--- config.mk ---
export PLATFORM = sky130hd
export DESIGN_NAME = tick_timer_bank
export DESIGN_NICKNAME = d
export VERILOG_FILES = /design/src/rtl/tt_pkg.sv /design/src/rtl/tt_ram.sv /design/src/rtl/tt_ctrl.sv /design/src/rtl/tt_dp.sv /design/src/rtl/tick_timer_bank.sv
export VERILOG_INCLUDE_DIRS = /design/src /design/src/rtl
export SDC_FILE = /design/constraint.sdc
export NUM_CORES = 1
export LEC_CHECK = 0
export ABC_CLOCK_PERIOD_IN_PS = 8600
export BUFFER_PORTS_ARGS = -buffer_cell sky130_fd_sc_hd__buf_2
export CAP_MARGIN = 15
export CORE_MARGIN = 10
export CORE_UTILIZATION = 55
export CTS_BUF_LIST = sky130_fd_sc_hd__clkbuf_4
export CTS_CLUSTER_SIZE = 24
export DETAILED_ROUTE_END_ITERATION = 10
export GPL_ROUTABILITY_DRIVEN = 0
export PLACE_DENSITY = 0.68
export SLEW_MARGIN = 30
export SYNTH_ARGS = -nofsm -noshare
export SYNTH_HDL_FRONTEND = slang
export SYNTH_SLANG_ARGS = --single-unit
--- constraint.sdc ---
create_clock -name i_clk -period 8.6 [get_ports i_clk]
set_input_delay 1.29 -clock i_clk [delete_from_list [all_inputs] [get_ports i_clk]]
set_output_delay 1.29 -clock i_clk [all_outputs]
set_load 0.01 [all_outputs]
--- src/rtl/assert_macros.svh ---
// ---------------------------------------------------------------------------
// assert_macros.svh
// shared concurrent assertion macros for the timer bank rtl
// ---------------------------------------------------------------------------
`ifndef ASSERT_MACROS_SVH
`define ASSERT_MACROS_SVH

// same-cycle implication
`define TT_ASSERT_NOW(label, clk, rst_n, ante, cons) \
    label: assert property (@(posedge clk) disable iff (!rst_n) (ante) |-> (cons)) \
        else $error("timer bank assertion failed");

// next-cycle implication
`define TT_ASSERT_NEXT(label, clk, rst_n, ante, cons) \
    label: assert property (@(posedge clk) disable iff (!rst_n) (ante) |=> (cons)) \
        else $error("timer bank assertion failed");

`endif

--- src/rtl/tt_pkg.sv ---
// ---------------------------------------------------------------------------
// tt_pkg
// types, codes and defaults shared by the timer bank modules
// ---------------------------------------------------------------------------
package tt_pkg;

    localparam int SLOTS_DEF      = 16;
    localparam int COUNT_BITS_DEF = 32;

    localparam int FUNC_W   = 3;
    localparam int SLOT_W   = 4;
    localparam int TICKS_W  = 32;
    localparam int STATUS_W = 2;
    localparam int MASK_W   = 16;

    typedef enum logic [FUNC_W-1:0] {
        FN_TICK    = 3'd0,
        FN_CREATE  = 3'd1,
        FN_START   = 3'd2,
        FN_STOP    = 3'd3,
        FN_SETCNT  = 3'd4,
        FN_RELEASE = 3'd5
    } t_func;

    typedef enum logic [STATUS_W-1:0] {
        STS_OK      = 2'd0,
        STS_UNALLOC = 2'd1,
        STS_FULL    = 2'd2
    } t_status;

    typedef enum logic [1:0] {
        ST_IDLE,
        ST_SWEEP,
        ST_LAST
    } t_state;

    typedef struct packed {
        logic exec;
        logic tick_start;
        logic sweep;
        logic finish;
    } t_cmd;

    typedef struct packed {
        logic out_busy;
        logic last;
    } t_sts;

endpackage

--- src/rtl/tt_ram.sv ---
// ---------------------------------------------------------------------------
// tt_ram
// generic single write port ram with registered read
// ---------------------------------------------------------------------------
module tt_ram #(
    parameter int WIDTH = 32,
    parameter int DEPTH = 16,
    parameter int ADDR_W = (DEPTH > 1) ? $clog2(DEPTH) : 1
) (
    input  logic              i_clk,
    input  logic              i_we,
    input  logic [ADDR_W-1:0] i_waddr,
    input  logic [WIDTH-1:0]  i_wdata,
    input  logic [ADDR_W-1:0] i_raddr,
    output logic [WIDTH-1:0]  o_rdata
);

    logic [WIDTH-1:0] r_mem [DEPTH];
    logic [WIDTH-1:0] r_rdata;

    always_ff @(posedge i_clk) begin
        if (i_we) begin
            r_mem[i_waddr] <= i_wdata;
        end
        r_rdata <= r_mem[i_raddr];
    end

    assign o_rdata = r_rdata;

endmodule

--- src/rtl/tt_ctrl.sv ---
// ---------------------------------------------------------------------------
// tt_ctrl
// request sequencing: create, start, stop, set count, release and the tick sweep
// ---------------------------------------------------------------------------
`include "assert_macros.svh"

module tt_ctrl
    import tt_pkg::*;
(
    input  logic  i_clk,
    input  logic  i_rst_n,
    input  logic  i_valid,
    input  t_func i_func,
    input  logic  i_stall,
    input  t_sts  i_sts,
    output logic  o_stall,
    output t_cmd  o_cmd
);

    t_state r_state;
    t_state n_state;
    logic   in_acc;

    always_ff @(posedge i_clk) begin
        if (!i_rst_n) begin
            r_state <= ST_IDLE;
        end else begin
            r_state <= n_state;
        end
    end

    always_comb begin
        n_state = r_state;
        o_cmd   = '0;
        o_stall = (r_state != ST_IDLE) | (i_sts.out_busy & i_stall);
        in_acc  = i_valid & ~o_stall;
        unique case (r_state)
            ST_IDLE: begin
                if (in_acc) begin
                    if (i_func == FN_TICK) begin
                        o_cmd.tick_start = 1'b1;
                        n_state          = ST_SWEEP;
                    end else begin
                        o_cmd.exec = 1'b1;
                    end
                end
            end
            ST_SWEEP: begin
                o_cmd.sweep = 1'b1;
                if (i_sts.last) begin
                    n_state = ST_LAST;
                end
            end
            ST_LAST: begin
                o_cmd.finish = 1'b1;
                n_state      = ST_IDLE;
            end
            default: begin
                n_state = ST_IDLE;
            end
        endcase
    end

    `TT_ASSERT_NEXT(a_tick_enters_sweep, i_clk, i_rst_n, o_cmd.tick_start, r_state == ST_SWEEP)
    `TT_ASSERT_NEXT(a_last_then_idle, i_clk, i_rst_n, o_cmd.finish, r_state == ST_IDLE)

endmodule

--- src/rtl/tt_dp.sv ---
// ---------------------------------------------------------------------------
// tt_dp
// slot flags, count and reload storage, sweep pipeline and result register
// ---------------------------------------------------------------------------
`include "assert_macros.svh"

module tt_dp
    import tt_pkg::*;
#(
    parameter int SLOTS      = SLOTS_DEF,
    parameter int COUNT_BITS = COUNT_BITS_DEF
) (
    input  logic                i_clk,
    input  logic                i_rst_n,
    input  t_cmd                i_cmd,
    input  t_func               i_func,
    input  logic [SLOT_W-1:0]   i_slot,
    input  logic [TICKS_W-1:0]  i_ticks,
    input  logic                i_run,
    input  logic                i_stall,
    output t_sts                o_sts,
    output logic                o_valid,
    output logic [STATUS_W-1:0] o_status,
    output logic [SLOT_W-1:0]   o_slot_out,
    output logic [MASK_W-1:0]   o_expired_mask
);

    localparam int IDX_W = (SLOTS > 1) ? $clog2(SLOTS) : 1;

    logic [SLOTS-1:0]      r_alloc;
    logic [SLOTS-1:0]      n_alloc;
    logic [SLOTS-1:0]      r_run;
    logic [SLOTS-1:0]      n_run;
    logic [SLOTS-1:0]      r_mask;
    logic [SLOTS-1:0]      n_mask;
    logic [IDX_W-1:0]      r_idx;
    logic                  r_wb_vld;
    logic [IDX_W-1:0]      r_wb_idx;
    logic [SLOT_W-1:0]     r_tick_slot;
    logic                  r_ovld;
    t_status               r_status;
    logic [SLOT_W-1:0]     r_slot_out;
    logic [SLOTS-1:0]      r_omask;

    logic [COUNT_BITS-1:0] ticks_c;
    logic [IDX_W-1:0]      slot_idx;
    logic                  slot_ok;
    logic                  free_found;
    logic [IDX_W-1:0]      free_idx;
    t_status               op_status;
    logic [SLOT_W-1:0]     op_slot_out;

    logic [COUNT_BITS-1:0] cnt_rd;
    logic [COUNT_BITS-1:0] rel_rd;
    logic [COUNT_BITS-1:0] cnt_dec;
    logic                  wb_exp;
    logic [COUNT_BITS-1:0] wb_cnt;

    logic                  cnt_we;
    logic [IDX_W-1:0]      cnt_waddr;
    logic [COUNT_BITS-1:0] cnt_wdata;
    logic                  rel_we;

    assign ticks_c  = i_ticks[COUNT_BITS-1:0];
    assign slot_idx = i_slot[IDX_W-1:0];
    assign slot_ok  = ({1'b0, i_slot} < (SLOT_W + 1)'(SLOTS)) && r_alloc[slot_idx];

    always_comb begin
        free_found = 1'b0;
        free_idx   = '0;
        for (int i = SLOTS - 1; i >= 0; i--) begin
            if (!r_alloc[i]) begin
                free_found = 1'b1;
                free_idx   = IDX_W'(i);
            end
        end
    end

    // create, start, stop, set count and release operations
    always_comb begin
        n_alloc     = r_alloc;
        n_run       = r_run;
        op_status   = STS_OK;
        op_slot_out = i_slot;
        cnt_we      = 1'b0;
        rel_we      = 1'b0;
        unique case (i_func)
            FN_CREATE: begin
                if (free_found) begin
                    n_alloc[free_idx] = 1'b1;
                    n_run[free_idx]   = i_run;
                    op_slot_out       = SLOT_W'(free_idx);
                    cnt_we            = i_cmd.exec;
                    rel_we            = i_cmd.exec;
                end else begin
                    op_status = STS_FULL;
                end
            end
            FN_START, FN_STOP, FN_SETCNT, FN_RELEASE: begin
                if (!slot_ok) begin
                    op_status = STS_UNALLOC;
                end else if (i_func == FN_START) begin
                    n_run[slot_idx] = 1'b1;
                end else if (i_func == FN_STOP) begin
                    n_run[slot_idx] = 1'b0;
                end else if (i_func == FN_SETCNT) begin
                    cnt_we = i_cmd.exec;
                end else begin
                    n_alloc[slot_idx] = 1'b0;
                    n_run[slot_idx]   = 1'b0;
                end
            end
            default: begin
            end
        endcase
    end

    // sweep writeback stage
    assign cnt_dec = (cnt_rd != '0) ? (cnt_rd - 1'b1) : cnt_rd;
    assign wb_exp  = r_alloc[r_wb_idx] & r_run[r_wb_idx] & (cnt_dec == '0);
    assign wb_cnt  = wb_exp ? rel_rd : cnt_dec;

    always_comb begin
        n_mask = r_mask;
        if (r_wb_vld) begin
            n_mask[r_wb_idx] = wb_exp;
        end
    end

    assign cnt_waddr = r_wb_vld ? r_wb_idx : ((i_func == FN_CREATE) ? free_idx : slot_idx);
    assign cnt_wdata = r_wb_vld ? wb_cnt : ticks_c;

    tt_ram #(
        .WIDTH (COUNT_BITS),
        .DEPTH (SLOTS),
        .ADDR_W(IDX_W)
    ) u_cnt_ram (
        .i_clk  (i_clk),
        .i_we   (r_wb_vld | cnt_we),
        .i_waddr(cnt_waddr),
        .i_wdata(cnt_wdata),
        .i_raddr(r_idx),
        .o_rdata(cnt_rd)
    );

    tt_ram #(
        .WIDTH (COUNT_BITS),
        .DEPTH (SLOTS),
        .ADDR_W(IDX_W)
    ) u_rel_ram (
        .i_clk  (i_clk),
        .i_we   (rel_we),
        .i_waddr(free_idx),
        .i_wdata(ticks_c),
        .i_raddr(r_idx),
        .o_rdata(rel_rd)
    );

    always_ff @(posedge i_clk) begin
        if (!i_rst_n) begin
            r_alloc  <= '0;
            r_run    <= '0;
            r_wb_vld <= 1'b0;
            r_idx    <= '0;
            r_ovld   <= 1'b0;
        end else begin
            if (i_cmd.exec) begin
                r_alloc <= n_alloc;
                r_run   <= n_run;
            end
            r_wb_vld <= i_cmd.sweep;
            if (i_cmd.tick_start) begin
                r_idx <= '0;
            end else if (i_cmd.sweep && !o_sts.last) begin
                r_idx <= r_idx + 1'b1;
            end
            if (i_cmd.exec || i_cmd.finish) begin
                r_ovld <= 1'b1;
            end else if (!i_stall) begin
                r_ovld <= 1'b0;
            end
        end
    end

    always_ff @(posedge i_clk) begin
        r_wb_idx <= r_idx;
        if (i_cmd.tick_start) begin
            r_mask      <= '0;
            r_tick_slot <= i_slot;
        end else begin
            r_mask <= n_mask;
        end
        if (i_cmd.exec) begin
            r_status   <= op_status;
            r_slot_out <= op_slot_out;
            r_omask    <= '0;
        end else if (i_cmd.finish) begin
            r_status   <= STS_OK;
            r_slot_out <= r_tick_slot;
            r_omask    <= n_mask;
        end
    end

    assign o_sts.out_busy = r_ovld;
    assign o_sts.last     = (r_idx == IDX_W'(SLOTS - 1));
    assign o_valid        = r_ovld;
    assign o_status       = r_status;
    assign o_slot_out     = r_slot_out;
    assign o_expired_mask = MASK_W'(r_omask);

    `TT_ASSERT_NOW(a_finish_has_writeback, i_clk, i_rst_n, i_cmd.finish, r_wb_vld)
    `TT_ASSERT_NOW(a_result_from_cmd, i_clk, i_rst_n, $rose(r_ovld), $past(i_cmd.exec || i_cmd.finish))

endmodule

--- src/rtl/tick_timer_bank.sv ---
// ---------------------------------------------------------------------------
// tick_timer_bank
// bank of auto-reload software timer slots driven by tick requests
// ---------------------------------------------------------------------------
// Create, start, stop, set count and release finish at the edge that accepts
// the request, where their result is registered. A tick sweeps the slots one
// per cycle through the count and reload memories (one read port each,
// registered read); its result is registered together with the writeback of
// the last slot, and the next request can be accepted in the same cycle that
// result is shown. A result held in the output register by a stalled
// receiver blocks the next request until it is taken.
module tick_timer_bank
    import tt_pkg::*;
#(
    parameter int SLOTS      = SLOTS_DEF,
    parameter int COUNT_BITS = COUNT_BITS_DEF
) (
    input  logic                i_clk,
    input  logic                i_rst_n,
    input  logic                i_valid,
    output logic                o_stall,
    input  logic [FUNC_W-1:0]   i_func,
    input  logic [SLOT_W-1:0]   i_slot,
    input  logic [TICKS_W-1:0]  i_ticks,
    input  logic                i_run,
    output logic                o_valid,
    input  logic                i_stall,
    output logic [STATUS_W-1:0] o_status,
    output logic [SLOT_W-1:0]   o_slot_out,
    output logic [MASK_W-1:0]   o_expired_mask
);

    t_cmd  cmd;
    t_sts  sts;
    t_func func;

    assign func = t_func'(i_func);

    tt_ctrl u_ctrl (
        .i_clk  (i_clk),
        .i_rst_n(i_rst_n),
        .i_valid(i_valid),
        .i_func (func),
        .i_stall(i_stall),
        .i_sts  (sts),
        .o_stall(o_stall),
        .o_cmd  (cmd)
    );

    tt_dp #(
        .SLOTS     (SLOTS),
        .COUNT_BITS(COUNT_BITS)
    ) u_dp (
        .i_clk         (i_clk),
        .i_rst_n       (i_rst_n),
        .i_cmd         (cmd),
        .i_func        (func),
        .i_slot        (i_slot),
        .i_ticks       (i_ticks),
        .i_run         (i_run),
        .i_stall       (i_stall),
        .o_sts         (sts),
        .o_valid       (o_valid),
        .o_status      (o_status),
        .o_slot_out    (o_slot_out),
        .o_expired_mask(o_expired_mask)
    );

endmodule

==> impl_metrics.yaml <==
global_routing:
  antenna_found_initial: 10
  grt_overflow: 0
  grt_max_degree: 151
  grt_pass1_vias: 25700
  grt_pass1_wl_um: 160000
  grt_usage_pct: 22.5
worst_setup_path:
  end_kind: "flop"
  cp_max_fo: 63
  cp.required_ps: 9330
  max_stage_delay_ps: 640
  critPathBufInv: 2
  r2r-end: "u_dp.u_cnt_ram.r_mem[13][31]$_DFFE_PP_"
  crit_type: "reg -> reg"
  r2r_slack_ps: 4310
  reg2reg_depth: 11
  r2r-start: "u_dp.u_cnt_ram.o_rdata[0]$_DFF_P_"
  crit_slowest_cell: "o21bai_2"
  worstSetupStartpointType: "flop"
  arrival_ps: 5030
  path_cells: "inv_1 -> ha_1 -> or3b_2 -> nor4_1 -> nand4_1 -> mux2i_1 -> o2111ai_1 -> nor4_2 -> nand2_2 -> buf_4 -> o21bai_2"
  critPathTopFamily: "simple AND/OR/NAND/NOR gates"
clocking:
  cts_buffer_depth: 4
  clock_latency_ps: 1100
  root_buffer: "clkbuf_4"
  clk_pin_slew_worst_paths_ps: 60
  cts_setup_buffers: 0
  postCtsResizedCells: 0
  cts_buffers: 310
  htreeDepth: 5
  clkSinkCount: 1174
  cts_tree: "built"
  holdBufCountCts: 0
cells_and_area:
  layout.cells.most_common: "edfxtp_1"
  layout-drive-gt1-share_pct: 37.0
  fin_nets: 2685
  mostFrequentLayoutCells: "1034 x edfxtp_1, 471 x clkbuf_4, 333 x mux4_2"
  post-route-util_pct: 62.5
  areaGrowthSynthToFinish_pct: 12.9
  fin_area_um2: 52200
  nFillCells: 5818
sta:
  relSlewSlack_pct: 31.6
  slew_viol_final: 0
  max_freq_mhz: 233
  setup_tns_ps: 0
  clock_skew_ps: 88.5
  hold_viol: 0
  rsz0062_at_grt: "no"
  period_share_pct: 49.9
  setup_ws_ps: 4310
  finalSetupViolations: 0
  worst_pin_slew_ps: 1020
  period_needed_ps: 4290
detailed_routing:
  num_vias: 24700
  drt_iter0_drc: 2716
  vias_per_cell: 6.26
  wl_per_cell_um: 26.7
  drc_errors: 0
  wl_um: 105000
  dr.pass1.iters: 6
  ant_nets: 0
logic_synthesis:
  syn-cell-area_um2: 46300
  syn_nets: 2365
  ys.flop_type: "edfxtp_1"
  synthCells: 2318
  yosysSeqAreaShare_pct: 73.2
  yosys_warnings: 0
  synth-seq-cells: 1174
  syn_avg_cell_area_um2: 20.0
  async_flop_share_pct: 0
  synth-edff-count: 1034
  ys_types: 70
job:
  maxCapViolCount: 0
min_path:
  min_from: "u_dp.r_mask[12]$_SDFF_PP0_"
  min_path_type: "reg -> reg"
  hold_depth: 2
  min_to: "u_dp.o_expired_mask[12]$_SDFFE_PP0N_"
floorplanning:
  core_area_um2: 83600
  ios: 68
  initial_core_util_pct: 55.4
  die_area_um2: 96100
  die_y_um: 310
  core.rowCount: 106
  die_w_um: 310
power:
  p_leak_nw: 16.4
  seqPwrFrac_pct: 55.9
  p_clk_share_pct: 41.0
  sw_frac_of_total_pct: 21.0
  internal_power_mw: 8.84
  p_per_area_nw_per_um2: 214
  vdd.ir_drop.worst_mv: 0.125
  p_sw_mw: 2.35
  combPwrFrac_pct: 3.1
placed_design:
  dp_slack_ps: 3700
  hpwlAfterDp_um: 59800
  portBuffers: 67
  place_area_um2: 48400
run_status:
  status: "finished clean"
==> power by group through the flow <==
| stage | Clock, mW | Combinational, mW | Sequential, mW |
|---|---|---|---|
| after global routing | 5.07 | 0.370 | 6.26 |
| final | 4.59 | 0.342 | 6.26 |
| after global placement | 0 | 0.330 | 6.38 |
| after CTS | 4.73 | 0.345 | 6.26 |
| after floorplan | 0 | 0.205 | 6.37 |
| after detailed placement | 0 | 0.345 | 6.38 |
==> flip-flops by register name (all words and copies together) (netlist names), named ones only <==
register                flops
u_dp.o_slot_out             4
u_dp.r_idx                  4
u_dp.u_rel_ram.r_mem      512
u_dp.r_wb_vld               1
u_dp.u_rel_ram.o_rdata     32
u_dp.u_cnt_ram.r_mem      512
u_dp.r_wb_idx               4
u_dp.o_expired_mask        16
u_dp.o_valid                1
u_dp.r_alloc               16
u_dp.u_cnt_ram.o_rdata     32
u_dp.r_mask                16
u_ctrl.r_state              2
u_dp.o_status               2
u_dp.r_tick_slot            4
==> kinds of logic after synthesis <==
kind of cell | after synthesis | share of synthesized area [%]
xor gates and xnor gates | 28 | 0.530
and+or+nand+nor | 352 | 3.92
buffers and inverters | 148 | 1.26
AOI/OAI and AO/OA | 254 | 4.25
DFF | 1174 | 73.2
muxes | 359 | 16.8
adders and majority gates | 3 | 0.0811
==> metal layers <==
| metal | vias to the layer above | GRT usage [%] | part of all wire, % |
|---|---|---|---|
| li1 | 10600 | - | - |
| met1 | 12800 | 30.8 | 41 |
| met2 | 1144 | 35.6 | 49 |
| met3 | 152 | 5.40 | 8.0 |
| met4 | 10 | 7.36 | 1.7 |
| met5 | - | 0 | 0.062 |
==> tightest hold or removal path, cell delays in order, from the launching register on <==
cell and delay [ps]:
dfxtp_1 330, a32oi_1 100, o41ai_2 50
==> final cells by class <==
cell class | count | area (µm²) | area share [%]
clock buffer | 471 | 3540 | 6.77
antenna | 6 | 15.0 | 0.0287
multi-input combinational | 996 | 12100 | 23.2
sequential | 1174 | 33900 | 64.8
tap | 1080 | 1350 | 2.59
inverter | 15 | 56.3 | 0.108
timing repair buffer | 141 | 1050 | 2.01
clock inverter | 64 | 250 | 0.479
==> worst max-delay path by stage <==
stage,startpoint,endpoint,slack (ps),cells past startpoint
4_1_cts,u_dp.u_cnt_ram.o_rdata[0]$_DFF_P_,u_dp.u_cnt_ram.r_mem[13][31]$_DFFE_PP_,4150,11
2_1_floorplan,i_stall,u_dp.u_cnt_ram.r_mem[0][0]$_DFFE_PP_,3870,7
6_report,u_dp.u_cnt_ram.o_rdata[0]$_DFF_P_,u_dp.u_cnt_ram.r_mem[13][31]$_DFFE_PP_,4310,11
3_5_place_dp,i_stall,u_dp.u_cnt_ram.r_mem[0][10]$_DFFE_PP_,3700,8
3_3_place_gp,i_stall,u_dp.u_cnt_ram.r_mem[0][10]$_DFFE_PP_,3560,7
5_1_grt,u_dp.u_cnt_ram.o_rdata[0]$_DFF_P_,u_dp.u_cnt_ram.r_mem[13][31]$_DFFE_PP_,4140,11
==> stage by stage <==
| stage | hold slack [ps] | total power [mW] | instances |
|---|---|---|---|
| after floorplan | 353 | 6.58 | 2318 |
| final | 470 | 11.2 | 3947 |
| after global placement | 445 | 6.71 | 3400 |
| after CTS | 348 | 11.3 | 3939 |
| after global routing | 396 | 11.7 | 3945 |
| after detailed placement | 457 | 6.73 | 3404 |
==> cell usage after synthesis, types with 7 or more instances <==
library cell,number,area share [%]
a21oi_1,48,0.52
nand4_1,10,0.14
mux4_2,333,16
nand3_1,69,0.75
o41ai_2,29,1.0
nor4_1,14,0.19
nor3_1,17,0.18
clkbuf_1,93,0.75
mux2i_1,24,0.52
nand2b_1,13,0.18
a211oi_1,7,0.11
o22ai_1,12,0.16
nand2_1,74,0.60
inv_1,13,0.11
xnor2_1,12,0.23
a311oi_1,12,0.23
dfxtp_1,140,6.1
or3_1,8,0.11
a31oi_1,8,0.11
nor2_1,83,0.67
edfxtp_1,1034,67
a32oi_1,17,0.32
buf_1,34,0.28
nor2b_1,11,0.15
o21ai_0,59,0.64
xor2_1,16,0.30
Power figures use the tool's default switching activity.
